[src/hw/rtl/ipid_pkg.sv]
// shared types and constants of the incremental pid step unit
package ipid_pkg;

  localparam int unsigned GAIN_W  = 16;
  localparam int unsigned LIMIT_W = 31;
  localparam int unsigned SAMPLE_W = 16;
  localparam int unsigned ERR_W   = SAMPLE_W + 1;
  localparam int unsigned DP_W    = ERR_W + 1;
  localparam int unsigned DD_W    = ERR_W + 2;
  localparam int unsigned OUT_W   = 32;
  localparam int unsigned SUM_W   = 36;
  localparam int unsigned FRAC_W  = 8;
  localparam int unsigned DATA_W  = LIMIT_W;
  localparam int unsigned INDEX_W = 3;

  localparam logic [INDEX_W-1:0] REG_GAIN_PROP   = 3'd0;
  localparam logic [INDEX_W-1:0] REG_GAIN_INTEG  = 3'd1;
  localparam logic [INDEX_W-1:0] REG_GAIN_DERIV  = 3'd2;
  localparam logic [INDEX_W-1:0] REG_LIMIT_OUT   = 3'd3;
  localparam logic [INDEX_W-1:0] REG_LIMIT_INTEG = 3'd4;

  typedef struct packed {
    logic signed [GAIN_W-1:0] gain_prop;
    logic signed [GAIN_W-1:0] gain_integ;
    logic signed [GAIN_W-1:0] gain_deriv;
    logic [LIMIT_W-1:0]       limit_out;
    logic [LIMIT_W-1:0]       limit_integ;
  } cfg_t;

  // error terms handed from the front stage to the gain stage
  typedef struct packed {
    logic                   clr;
    logic signed [ERR_W-1:0] e0;
    logic signed [DP_W-1:0]  dp;
    logic signed [DD_W-1:0]  dd;
  } terms_t;

endpackage

[src/hw/rtl/ipid_if.sv]
// valid/ready channels for samples and results
interface ipid_sample_if;
  logic                                    valid;
  logic                                    ready;
  logic signed [ipid_pkg::SAMPLE_W-1:0]    setpoint;
  logic signed [ipid_pkg::SAMPLE_W-1:0]    measured;
  logic                                    clear_history;

  modport source (output valid, output setpoint, output measured, output clear_history,
                  input ready);
  modport sink (input valid, input setpoint, input measured, input clear_history,
                output ready);
endinterface

interface ipid_result_if;
  logic                                 valid;
  logic                                 ready;
  logic signed [ipid_pkg::OUT_W-1:0]    increment;

  modport source (output valid, output increment, input ready);
  modport sink (input valid, input increment, output ready);
endinterface

[src/hw/rtl/ipid_front.sv]
// error history and difference terms, registered at sample transfer
module ipid_front (
  input  logic                                 clk,
  input  logic                                 rst,
  input  logic                                 load,
  input  logic signed [ipid_pkg::SAMPLE_W-1:0] setpoint,
  input  logic signed [ipid_pkg::SAMPLE_W-1:0] measured,
  input  logic                                 clear_history,
  output ipid_pkg::terms_t                     terms
);

  logic signed [ipid_pkg::ERR_W-1:0] err_last;
  logic signed [ipid_pkg::ERR_W-1:0] err_before_last;
  logic signed [ipid_pkg::ERR_W-1:0] e0;
  logic signed [ipid_pkg::DP_W-1:0]  dp;
  logic signed [ipid_pkg::DD_W-1:0]  dd;

  assign e0 = ipid_pkg::ERR_W'(setpoint) - ipid_pkg::ERR_W'(measured);
  assign dp = ipid_pkg::DP_W'(e0) - ipid_pkg::DP_W'(err_last);
  assign dd = ipid_pkg::DD_W'(e0) - (ipid_pkg::DD_W'(err_last) <<< 1)
              + ipid_pkg::DD_W'(err_before_last);

  always_ff @(posedge clk) begin
    if (rst) begin
      err_last        <= '0;
      err_before_last <= '0;
    end else if (load) begin
      if (clear_history) begin
        err_last        <= '0;
        err_before_last <= '0;
      end else begin
        err_last        <= e0;
        err_before_last <= err_last;
      end
    end
  end

  always_ff @(posedge clk) begin
    if (load) begin
      terms.clr <= clear_history;
      terms.e0  <= e0;
      terms.dp  <= dp;
      terms.dd  <= dd;
    end
  end

endmodule

[src/hw/rtl/ipid_gain.sv]
// gain products, clamps and saturation into the result register
module ipid_gain (
  input  logic                              clk,
  input  logic                              load,
  input  ipid_pkg::cfg_t                    cfg,
  input  ipid_pkg::terms_t                  terms,
  output logic signed [ipid_pkg::OUT_W-1:0] increment
);

  localparam logic signed [ipid_pkg::SUM_W-1:0] SAT_MAX =
    ipid_pkg::SUM_W'(64'sd2147483647);
  localparam logic signed [ipid_pkg::SUM_W-1:0] SAT_MIN =
    ipid_pkg::SUM_W'(-64'sd2147483648);

  function automatic logic signed [ipid_pkg::SUM_W-1:0] clamp_sym(
    input logic signed [ipid_pkg::SUM_W-1:0] x,
    input logic [ipid_pkg::LIMIT_W-1:0]      lim
  );
    logic signed [ipid_pkg::SUM_W-1:0] lim_s;
    logic signed [ipid_pkg::SUM_W-1:0] res;
    lim_s = $signed(ipid_pkg::SUM_W'(lim));
    res   = x;
    if (lim != '0) begin
      if (x > lim_s) res = lim_s;
      else if (x < -lim_s) res = -lim_s;
    end
    return res;
  endfunction

  logic signed [ipid_pkg::GAIN_W+ipid_pkg::DP_W-1:0]  prod_p;
  logic signed [ipid_pkg::GAIN_W+ipid_pkg::ERR_W-1:0] prod_i;
  logic signed [ipid_pkg::GAIN_W+ipid_pkg::DD_W-1:0]  prod_d;
  logic signed [ipid_pkg::SUM_W-1:0] term_p;
  logic signed [ipid_pkg::SUM_W-1:0] term_i;
  logic signed [ipid_pkg::SUM_W-1:0] term_d;
  logic signed [ipid_pkg::SUM_W-1:0] sum;
  logic signed [ipid_pkg::SUM_W-1:0] sum_sat;
  logic signed [ipid_pkg::SUM_W-1:0] sum_lim;
  logic signed [ipid_pkg::OUT_W-1:0] increment_next;

  assign prod_p = cfg.gain_prop * terms.dp;
  assign prod_i = cfg.gain_integ * terms.e0;
  assign prod_d = cfg.gain_deriv * terms.dd;

  // arithmetic shift rounds toward minus infinity
  assign term_p = ipid_pkg::SUM_W'(prod_p >>> ipid_pkg::FRAC_W);
  assign term_i = clamp_sym(ipid_pkg::SUM_W'(prod_i >>> ipid_pkg::FRAC_W), cfg.limit_integ);
  assign term_d = ipid_pkg::SUM_W'(prod_d >>> ipid_pkg::FRAC_W);

  assign sum = term_p + term_i + term_d;

  always_comb begin
    if (sum > SAT_MAX) sum_sat = SAT_MAX;
    else if (sum < SAT_MIN) sum_sat = SAT_MIN;
    else sum_sat = sum;
    sum_lim = clamp_sym(sum_sat, cfg.limit_out);
    increment_next = terms.clr ? '0 : sum_lim[ipid_pkg::OUT_W-1:0];
  end

  always_ff @(posedge clk) begin
    if (load) increment <= increment_next;
  end

endmodule

[src/hw/rtl/incremental_pid_step_unit.sv]
// incremental pid step unit: configuration registers, pipeline control and stages
// a sample's terms are registered in the front stage, then its result in the gain stage's output register
// throughput: one sample per cycle while result.ready is high, set by the two-stage pipeline (front, gain)
// a result waiting at the output does not block the front stage while it is empty
// reset clears the gains, limits, error history and both stage valid flags
module incremental_pid_step_unit (
  input  logic                                clk,
  input  logic                                rst,
  input  logic                                wr_en,
  input  logic [ipid_pkg::INDEX_W-1:0]        wr_index,
  input  logic [ipid_pkg::DATA_W-1:0]         wr_data,
  ipid_sample_if.sink                         sample,
  ipid_result_if.source                       result
);

  ipid_pkg::cfg_t   cfg;
  ipid_pkg::terms_t terms;

  logic terms_valid;
  logic out_valid;
  logic sample_take;
  logic terms_move;

  // configuration writes, bits above a register's width are dropped
  always_ff @(posedge clk) begin
    if (rst) begin
      cfg <= '0;
    end else if (wr_en) begin
      case (wr_index)
        ipid_pkg::REG_GAIN_PROP:   cfg.gain_prop   <= wr_data[ipid_pkg::GAIN_W-1:0];
        ipid_pkg::REG_GAIN_INTEG:  cfg.gain_integ  <= wr_data[ipid_pkg::GAIN_W-1:0];
        ipid_pkg::REG_GAIN_DERIV:  cfg.gain_deriv  <= wr_data[ipid_pkg::GAIN_W-1:0];
        ipid_pkg::REG_LIMIT_OUT:   cfg.limit_out   <= wr_data[ipid_pkg::LIMIT_W-1:0];
        ipid_pkg::REG_LIMIT_INTEG: cfg.limit_integ <= wr_data[ipid_pkg::LIMIT_W-1:0];
        default: ;
      endcase
    end
  end

  // terms move on when the output register is empty or being drained
  assign terms_move   = terms_valid && (!out_valid || result.ready);
  assign sample.ready = !terms_valid || !out_valid || result.ready;
  assign sample_take  = sample.valid && sample.ready;

  always_ff @(posedge clk) begin
    if (rst) begin
      terms_valid <= 1'b0;
      out_valid   <= 1'b0;
    end else begin
      if (sample_take) terms_valid <= 1'b1;
      else if (terms_move) terms_valid <= 1'b0;

      if (terms_move) out_valid <= 1'b1;
      else if (result.ready) out_valid <= 1'b0;
    end
  end

  // error history is updated at each sample transfer
  ipid_front u_front (
    .clk           (clk),
    .rst           (rst),
    .load          (sample_take),
    .setpoint      (sample.setpoint),
    .measured      (sample.measured),
    .clear_history (sample.clear_history),
    .terms         (terms)
  );

  // products, integral clamp, saturation and output clamp
  ipid_gain u_gain (
    .clk       (clk),
    .load      (terms_move),
    .cfg       (cfg),
    .terms     (terms),
    .increment (result.increment)
  );

  assign result.valid = out_valid;

endmodule
[src/flat_wrapper.sv]
// flat-port wrapper written by rule: the top's interface ports become plain ports
module incremental_pid_step_unit_flat 
  (clk, rst, wr_en, wr_index, wr_data, sample_valid, sample_setpoint, sample_measured, sample_clear_history, sample_ready, result_valid, result_increment, result_ready);
  ipid_sample_if sample_i ();
  ipid_result_if result_i ();
  input  logic clk;
  input  logic rst;
  input  logic wr_en;
  input  logic [ipid_pkg::INDEX_W-1:0] wr_index;
  input  logic [ipid_pkg::DATA_W-1:0] wr_data;
  input wire logic [$bits(sample_i.valid)-1:0] sample_valid;
  input wire logic [$bits(sample_i.setpoint)-1:0] sample_setpoint;
  input wire logic [$bits(sample_i.measured)-1:0] sample_measured;
  input wire logic [$bits(sample_i.clear_history)-1:0] sample_clear_history;
  output wire logic [$bits(sample_i.ready)-1:0] sample_ready;
  output wire logic [$bits(result_i.valid)-1:0] result_valid;
  output wire logic [$bits(result_i.increment)-1:0] result_increment;
  input wire logic [$bits(result_i.ready)-1:0] result_ready;
  assign sample_i.valid = sample_valid;
  assign sample_i.setpoint = sample_setpoint;
  assign sample_i.measured = sample_measured;
  assign sample_i.clear_history = sample_clear_history;
  assign sample_ready = sample_i.ready;
  assign result_valid = result_i.valid;
  assign result_increment = result_i.increment;
  assign result_i.ready = result_ready;
  incremental_pid_step_unit u_core (.clk(clk), .rst(rst), .wr_en(wr_en), .wr_index(wr_index), .wr_data(wr_data), .sample(sample_i), .result(result_i));
endmodule
[config.mk]
export PLATFORM = sky130hd
export DESIGN_NAME = incremental_pid_step_unit_flat
export DESIGN_NICKNAME = d
export VERILOG_FILES = /design/src/hw/rtl/ipid_pkg.sv /design/src/hw/rtl/ipid_if.sv /design/src/hw/rtl/ipid_front.sv /design/src/hw/rtl/ipid_gain.sv /design/src/hw/rtl/incremental_pid_step_unit.sv /design/src/flat_wrapper.sv
export SDC_FILE = /design/constraint.sdc
export NUM_CORES = 2
export LEC_CHECK = 0
export ABC_CLOCK_PERIOD_IN_PS = 25800
export BUFFER_PORTS_ARGS = -buffer_cell sky130_fd_sc_hd__buf_2
export CAP_MARGIN = 0
export CORE_MARGIN = 2
export CORE_UTILIZATION = 35
export DETAILED_ROUTE_END_ITERATION = 10
export PLACE_DENSITY = 0.61
export SYNTH_ARGS = -nofsm -noshare
export SYNTH_HDL_FRONTEND = slang
export SYNTH_SLANG_ARGS = --single-unit
[constraint.sdc]
create_clock -name clk -period 25.8 [get_ports clk]
set_clock_uncertainty 0.1 [all_clocks]
set_input_delay 5.16 -clock clk [delete_from_list [all_inputs] [get_ports clk]]
set_output_delay 5.16 -clock clk [all_outputs]
set_load 0.03 [all_outputs]
==> metrics.md <==
| Metric | Value |
|---|---|
| Final critical path time including I/O delays and setup | `between 20 and 25 ns` |
| Post-synth EDFFs | `87` |
| Maximum clock frequency | `around 49 MHz` |
| Non-Filler Instances | `7,618` |
| Share of the yosys chip area belonging to registers | `between 10% and 20%` |
| Count of buffers inserted at the top-level ports | `105` |
| Total vias in the final route | `around 40,000` |
| Result of the run | `completed` |
| P&R area growth vs syn | `6.90%` |
| Initial antenna violation count | `20` |
| Final core utilization | `37.7%` |
| Part of the power in registers | `14.3%` |
| Gr ovfl total | `0` |
| Number of levels in the clock H-tree | `1` |
| Cell count after placement | `7,559` |
| Cell seen most often among critical-path stages | `o21a_1` |
| Post-CTS Hold Buffers | `0` |
| Proportion of total power due to net switching | `around 56%` |
| Final worst slack | `about 5.4 ns` |
| Detailed-router iteration count before antenna repair | `5` |
| Data arrival time of the worst path | `20.75 ns` |
| Number of cells traversed by the worst register-to-register path | `69` |
| Most common library cell in the layout ignoring fill and taps | `inv_1` |
| Wire length of the first global-routing pass | `237,000 µm` |
| Endpoint class of the critical path | `flop` |
| Remaining antenna violation count after routing | `0` |
| Post-Route Setup TNS | `0 ns` |
| Internal power | `2.03 mW` |
| Clock root buffer master | `clkbuf_16` |
| Netlist cell types | `87` |
| Hold Path End | `u_core.cfg[68]$_SDFFE_PP0P_` |
| Clk pwr share | `9.5%` |
| Weighted congestion reported at the end of routability-driven placement | `between 0.9 and 1` |
| Post-synthesis async set-or-reset flop share | `0%` |
| Die width | `about 380 µm` |
| Worst hold start | `u_core.cfg[68]$_SDFFE_PP0P_` |
| VDD IR-drop max | `between 0.0001 and 0.00015 V` |
| Clk pin slew, worst setup/hold paths | `0.07 ns` |
| Drt drc | `0` |
| Leakage power summed over all cells | `23.9 nW` |
| Initial Utilization | `around a third` |
| Synth area leader | `fa_1` |
| Setup Crit Path Kind | `flop to flop` |
| Power per unit of standard cell area | `86.2 nW/µm²` |
| Cell types with the largest area share after synthesis | `fa_1 37%, ha_1 12%, inv_1 8.7%, nand2_1 6.1%, dfxtp_1 5.9%` |
| Routed length per placed instance | `between 15 and 20 µm` |
| Cells resized by post-CTS repair | `0` |
| Via-to-Cell Ratio | `slightly above 5` |
| Number of warnings reported in the yosys synthesis log | `0` |
| Post-DP HPWL | `roughly 120,000 µm` |
| Setup Viol. Count Final | `0` |
| DRC violation total after the first TritonRoute iteration | `between 2,000 and 3,000` |
| Core area | `about 140,000 µm²` |
| Max-capacitance violation count | `0` |
| CP Launch Type | `flop` |
| Clock sink count | `around 230` |
| Number of placed I/O pins | `around 110` |
| Path class of the lowest-slack min-delay path | `flop to flop` |
| Slew margin rel. | `a little over a quarter` |
| Final clock period utilization by the worst path | `between 70% and 80%` |
| Highest cell delay on the worst timing path | `~0.8 ns` |
| Psw | `around 2.6 mW` |
| Top cell type's share of synthesized area | `37.0%` |
| Flip-flop cell with the highest count after synthesis | `dfxtp_1` |
| Vertical die dimension | `~380 µm` |
| Total Die Area | `around 150,000 µm²` |
| FF-to-FF setup slack | `around 5.4 ns` |
| CP max stage cell | `nand2b_1` |
| Post-layout nets | `a little over 7,000` |
| Unrepaired setup endpoints after global routing | `no` |
| Mean Syn Cell Area | `8.70 µm²` |
| Post-synth net total | `~7,200` |
| Combinational cell fraction of total power | `76.2%` |
| Synth Instances | `between 5,000 and 6,000` |
| Flop and latch count out of synthesis | `233` |
| Total wirelength of the detailed-routed design | `around 150,000 µm` |
| Launch instance of the worst register-to-register path | `u_core.u_front.terms[42]$_DFFE_PP_` |
| Post-CTS repair timing setup buffer count | `0` |
| Number of rows created at floorplan | `approximately 140` |
| Critical Path RT | `~26 ns` |
| Clock latency reported for the late side of the worst-skew pair | `about 0.64 ns` |
| Worst-Margin Slew | `around 1.1 ns` |
| Buffers from clock root to sink, at most | `3` |
| Pin count of the biggest net entering global routing | `60` |
| Number of clock buffers inserted by TritonCTS | `30` |
| Endpoint of the worst register-to-register path | `u_core.u_gain.increment[9]$_SDFFCE_PP0P_` |
| Global routing usage summed across all routing layers | `between 20% and 30%` |
| Max-slew violation count | `0` |
| Syn Std Cell Area | `roughly 50,000 µm²` |
| Clock tree from TritonCTS | `built` |
| Number of hold violations in the final report | `0` |
| Layout cell share with drive strength beyond 1 | `under 10%` |
| Hold path cells | `2` |
| Worst slack at placement | `around 5.5 ns` |
| Most used cells in the layout excluding fill and tap cells | `1,152 x inv_1, 922 x fa_1, 805 x nand2_1, 460 x ha_1, 348 x and2_1` |
| Biggest fanout along the worst timing path | `39` |
| Number of global-route vias before repair | `about 40,000` |
-- synthesized netlist by cell type (all sizes together) (18+ instances only) --
| library cell | count |
|---|---|
| nor2b | 50 |
| a21oi | 290 |
| xor2 | 52 |
| nor2 | 239 |
| nor3 | 85 |
| nor4 | 19 |
| nand2b | 89 |
| o21a | 38 |
| a22oi | 18 |
| nand3 | 43 |
| or3 | 22 |
| a21o | 64 |
| buf | 21 |
| o21ai | 150 |
| clkbuf | 203 |
| o211ai | 31 |
| dfxtp | 146 |
| nand4 | 41 |
| fa | 922 |
| and3 | 23 |
| nand2 | 807 |
| edfxtp | 87 |
| a21boi | 21 |
| xnor2 | 151 |
| inv | 1156 |
| ha | 460 |
| and2 | 349 |
-- per-stage QoR --
stage	instance area (µm²)	power (mW)	hold WS [ns]
after floorplan	49900	3.05	0.349
after global placement	52400	4.09	0.347
after detailed placement	52400	4.11	0.353
after CTS	53400	4.58	0.362
after global routing	53400	5.02	0.388
final	53400	4.60	0.369
-- state kept, by name (all words and copies together) (netlist names) --
signal                          count
u_core.u_front.terms               55
u_core.u_gain.increment            32
u_core.u_front.err_last            17
u_core.u_front.err_before_last     17
u_core.result.valid                 1
u_core.terms_valid                  1
u_core.cfg                        110
-- worst max path at each step --
stage / from / to / slack [ns]
6_report: u_core.u_front.terms[42]$_DFFE_PP_ / u_core.u_gain.increment[9]$_SDFFCE_PP0P_ / 5.37
5_1_grt: u_core.u_front.terms[42]$_DFFE_PP_ / u_core.u_gain.increment[20]$_SDFFCE_PP0P_ / 3.75
4_1_cts: u_core.u_front.terms[42]$_DFFE_PP_ / u_core.u_gain.increment[9]$_SDFFCE_PP0P_ / 5.51
3_5_place_dp: u_core.u_front.terms[42]$_DFFE_PP_ / u_core.u_gain.increment[9]$_SDFFCE_PP0P_ / 5.54
3_3_place_gp: u_core.u_front.terms[42]$_DFFE_PP_ / u_core.u_gain.increment[9]$_SDFFCE_PP0P_ / 5.98
2_1_floorplan: u_core.u_front.terms[42]$_DFFE_PP_ / u_core.u_gain.increment[7]$_SDFFCE_PP0P_ / 9.59
-- power groups by stage --
stage / clock, mW / sequential [mW] / combinational (mW)
after global routing: 0.456 / 0.664 / 3.90
after detailed placement: 0 / 0.661 / 3.45
final: 0.436 / 0.659 / 3.51
after floorplan: 0 / 0.584 / 2.47
after CTS: 0.443 / 0.654 / 3.49
after global placement: 0 / 0.661 / 3.43
-- cells by family (layout without fill, tap and decap cells) --
logic type	after synthesis	after routing	share of synthesized area [%]
multiplexers	4	4	0.0827
buffers and inverters	1381	1367	10.4
other	0	3	0
flip-flops	233	233	11.1
AND/OR/NAND/NOR	1789	1789	17.0
XOR/XNOR	203	203	3.59
AO/OA/AOI/OAI	747	747	9.31
adder cells (fa/ha/maj)	1382	1382	48.5
-- routing by layer --
metal	GRT usage (%)	wire, µm	share of wire (%)	vias to the layer above
met3	2.96	11100	7.4	256
met1	27.4	61500	41	19600
met4	6.10	4970	3.3	14
met5	0	92	0.062	-
met2	35.7	71800	48	1300
li1	-	-	-	17700
-- cell type report --
cell class                 count  area [µm²]
timing repair buffer         154         896
clock inverter                16         153
fill                       14300       88200
antenna                        3        7.51
clock buffer                  40         848
multi-input combinational   4125       39200
sequential                   233        5540
tap                         1890        2360
inverter                    1157        4340
-- worst max-delay path: cells and delay by family, from the launching register on --
family | cells | cell delay (ns)
AO/OA/AOI/OAI | 33 | 8.66
adder cells (fa/ha/maj) | 11 | 4.74
AND/OR/NAND/NOR | 13 | 3.71
buffers and inverters | 9 | 1.68
flip-flops | 1 | 0.63
XOR/XNOR | 2 | 0.40
multiplexers | 1 | 0.23
Power figures use the tool's default switching activity.
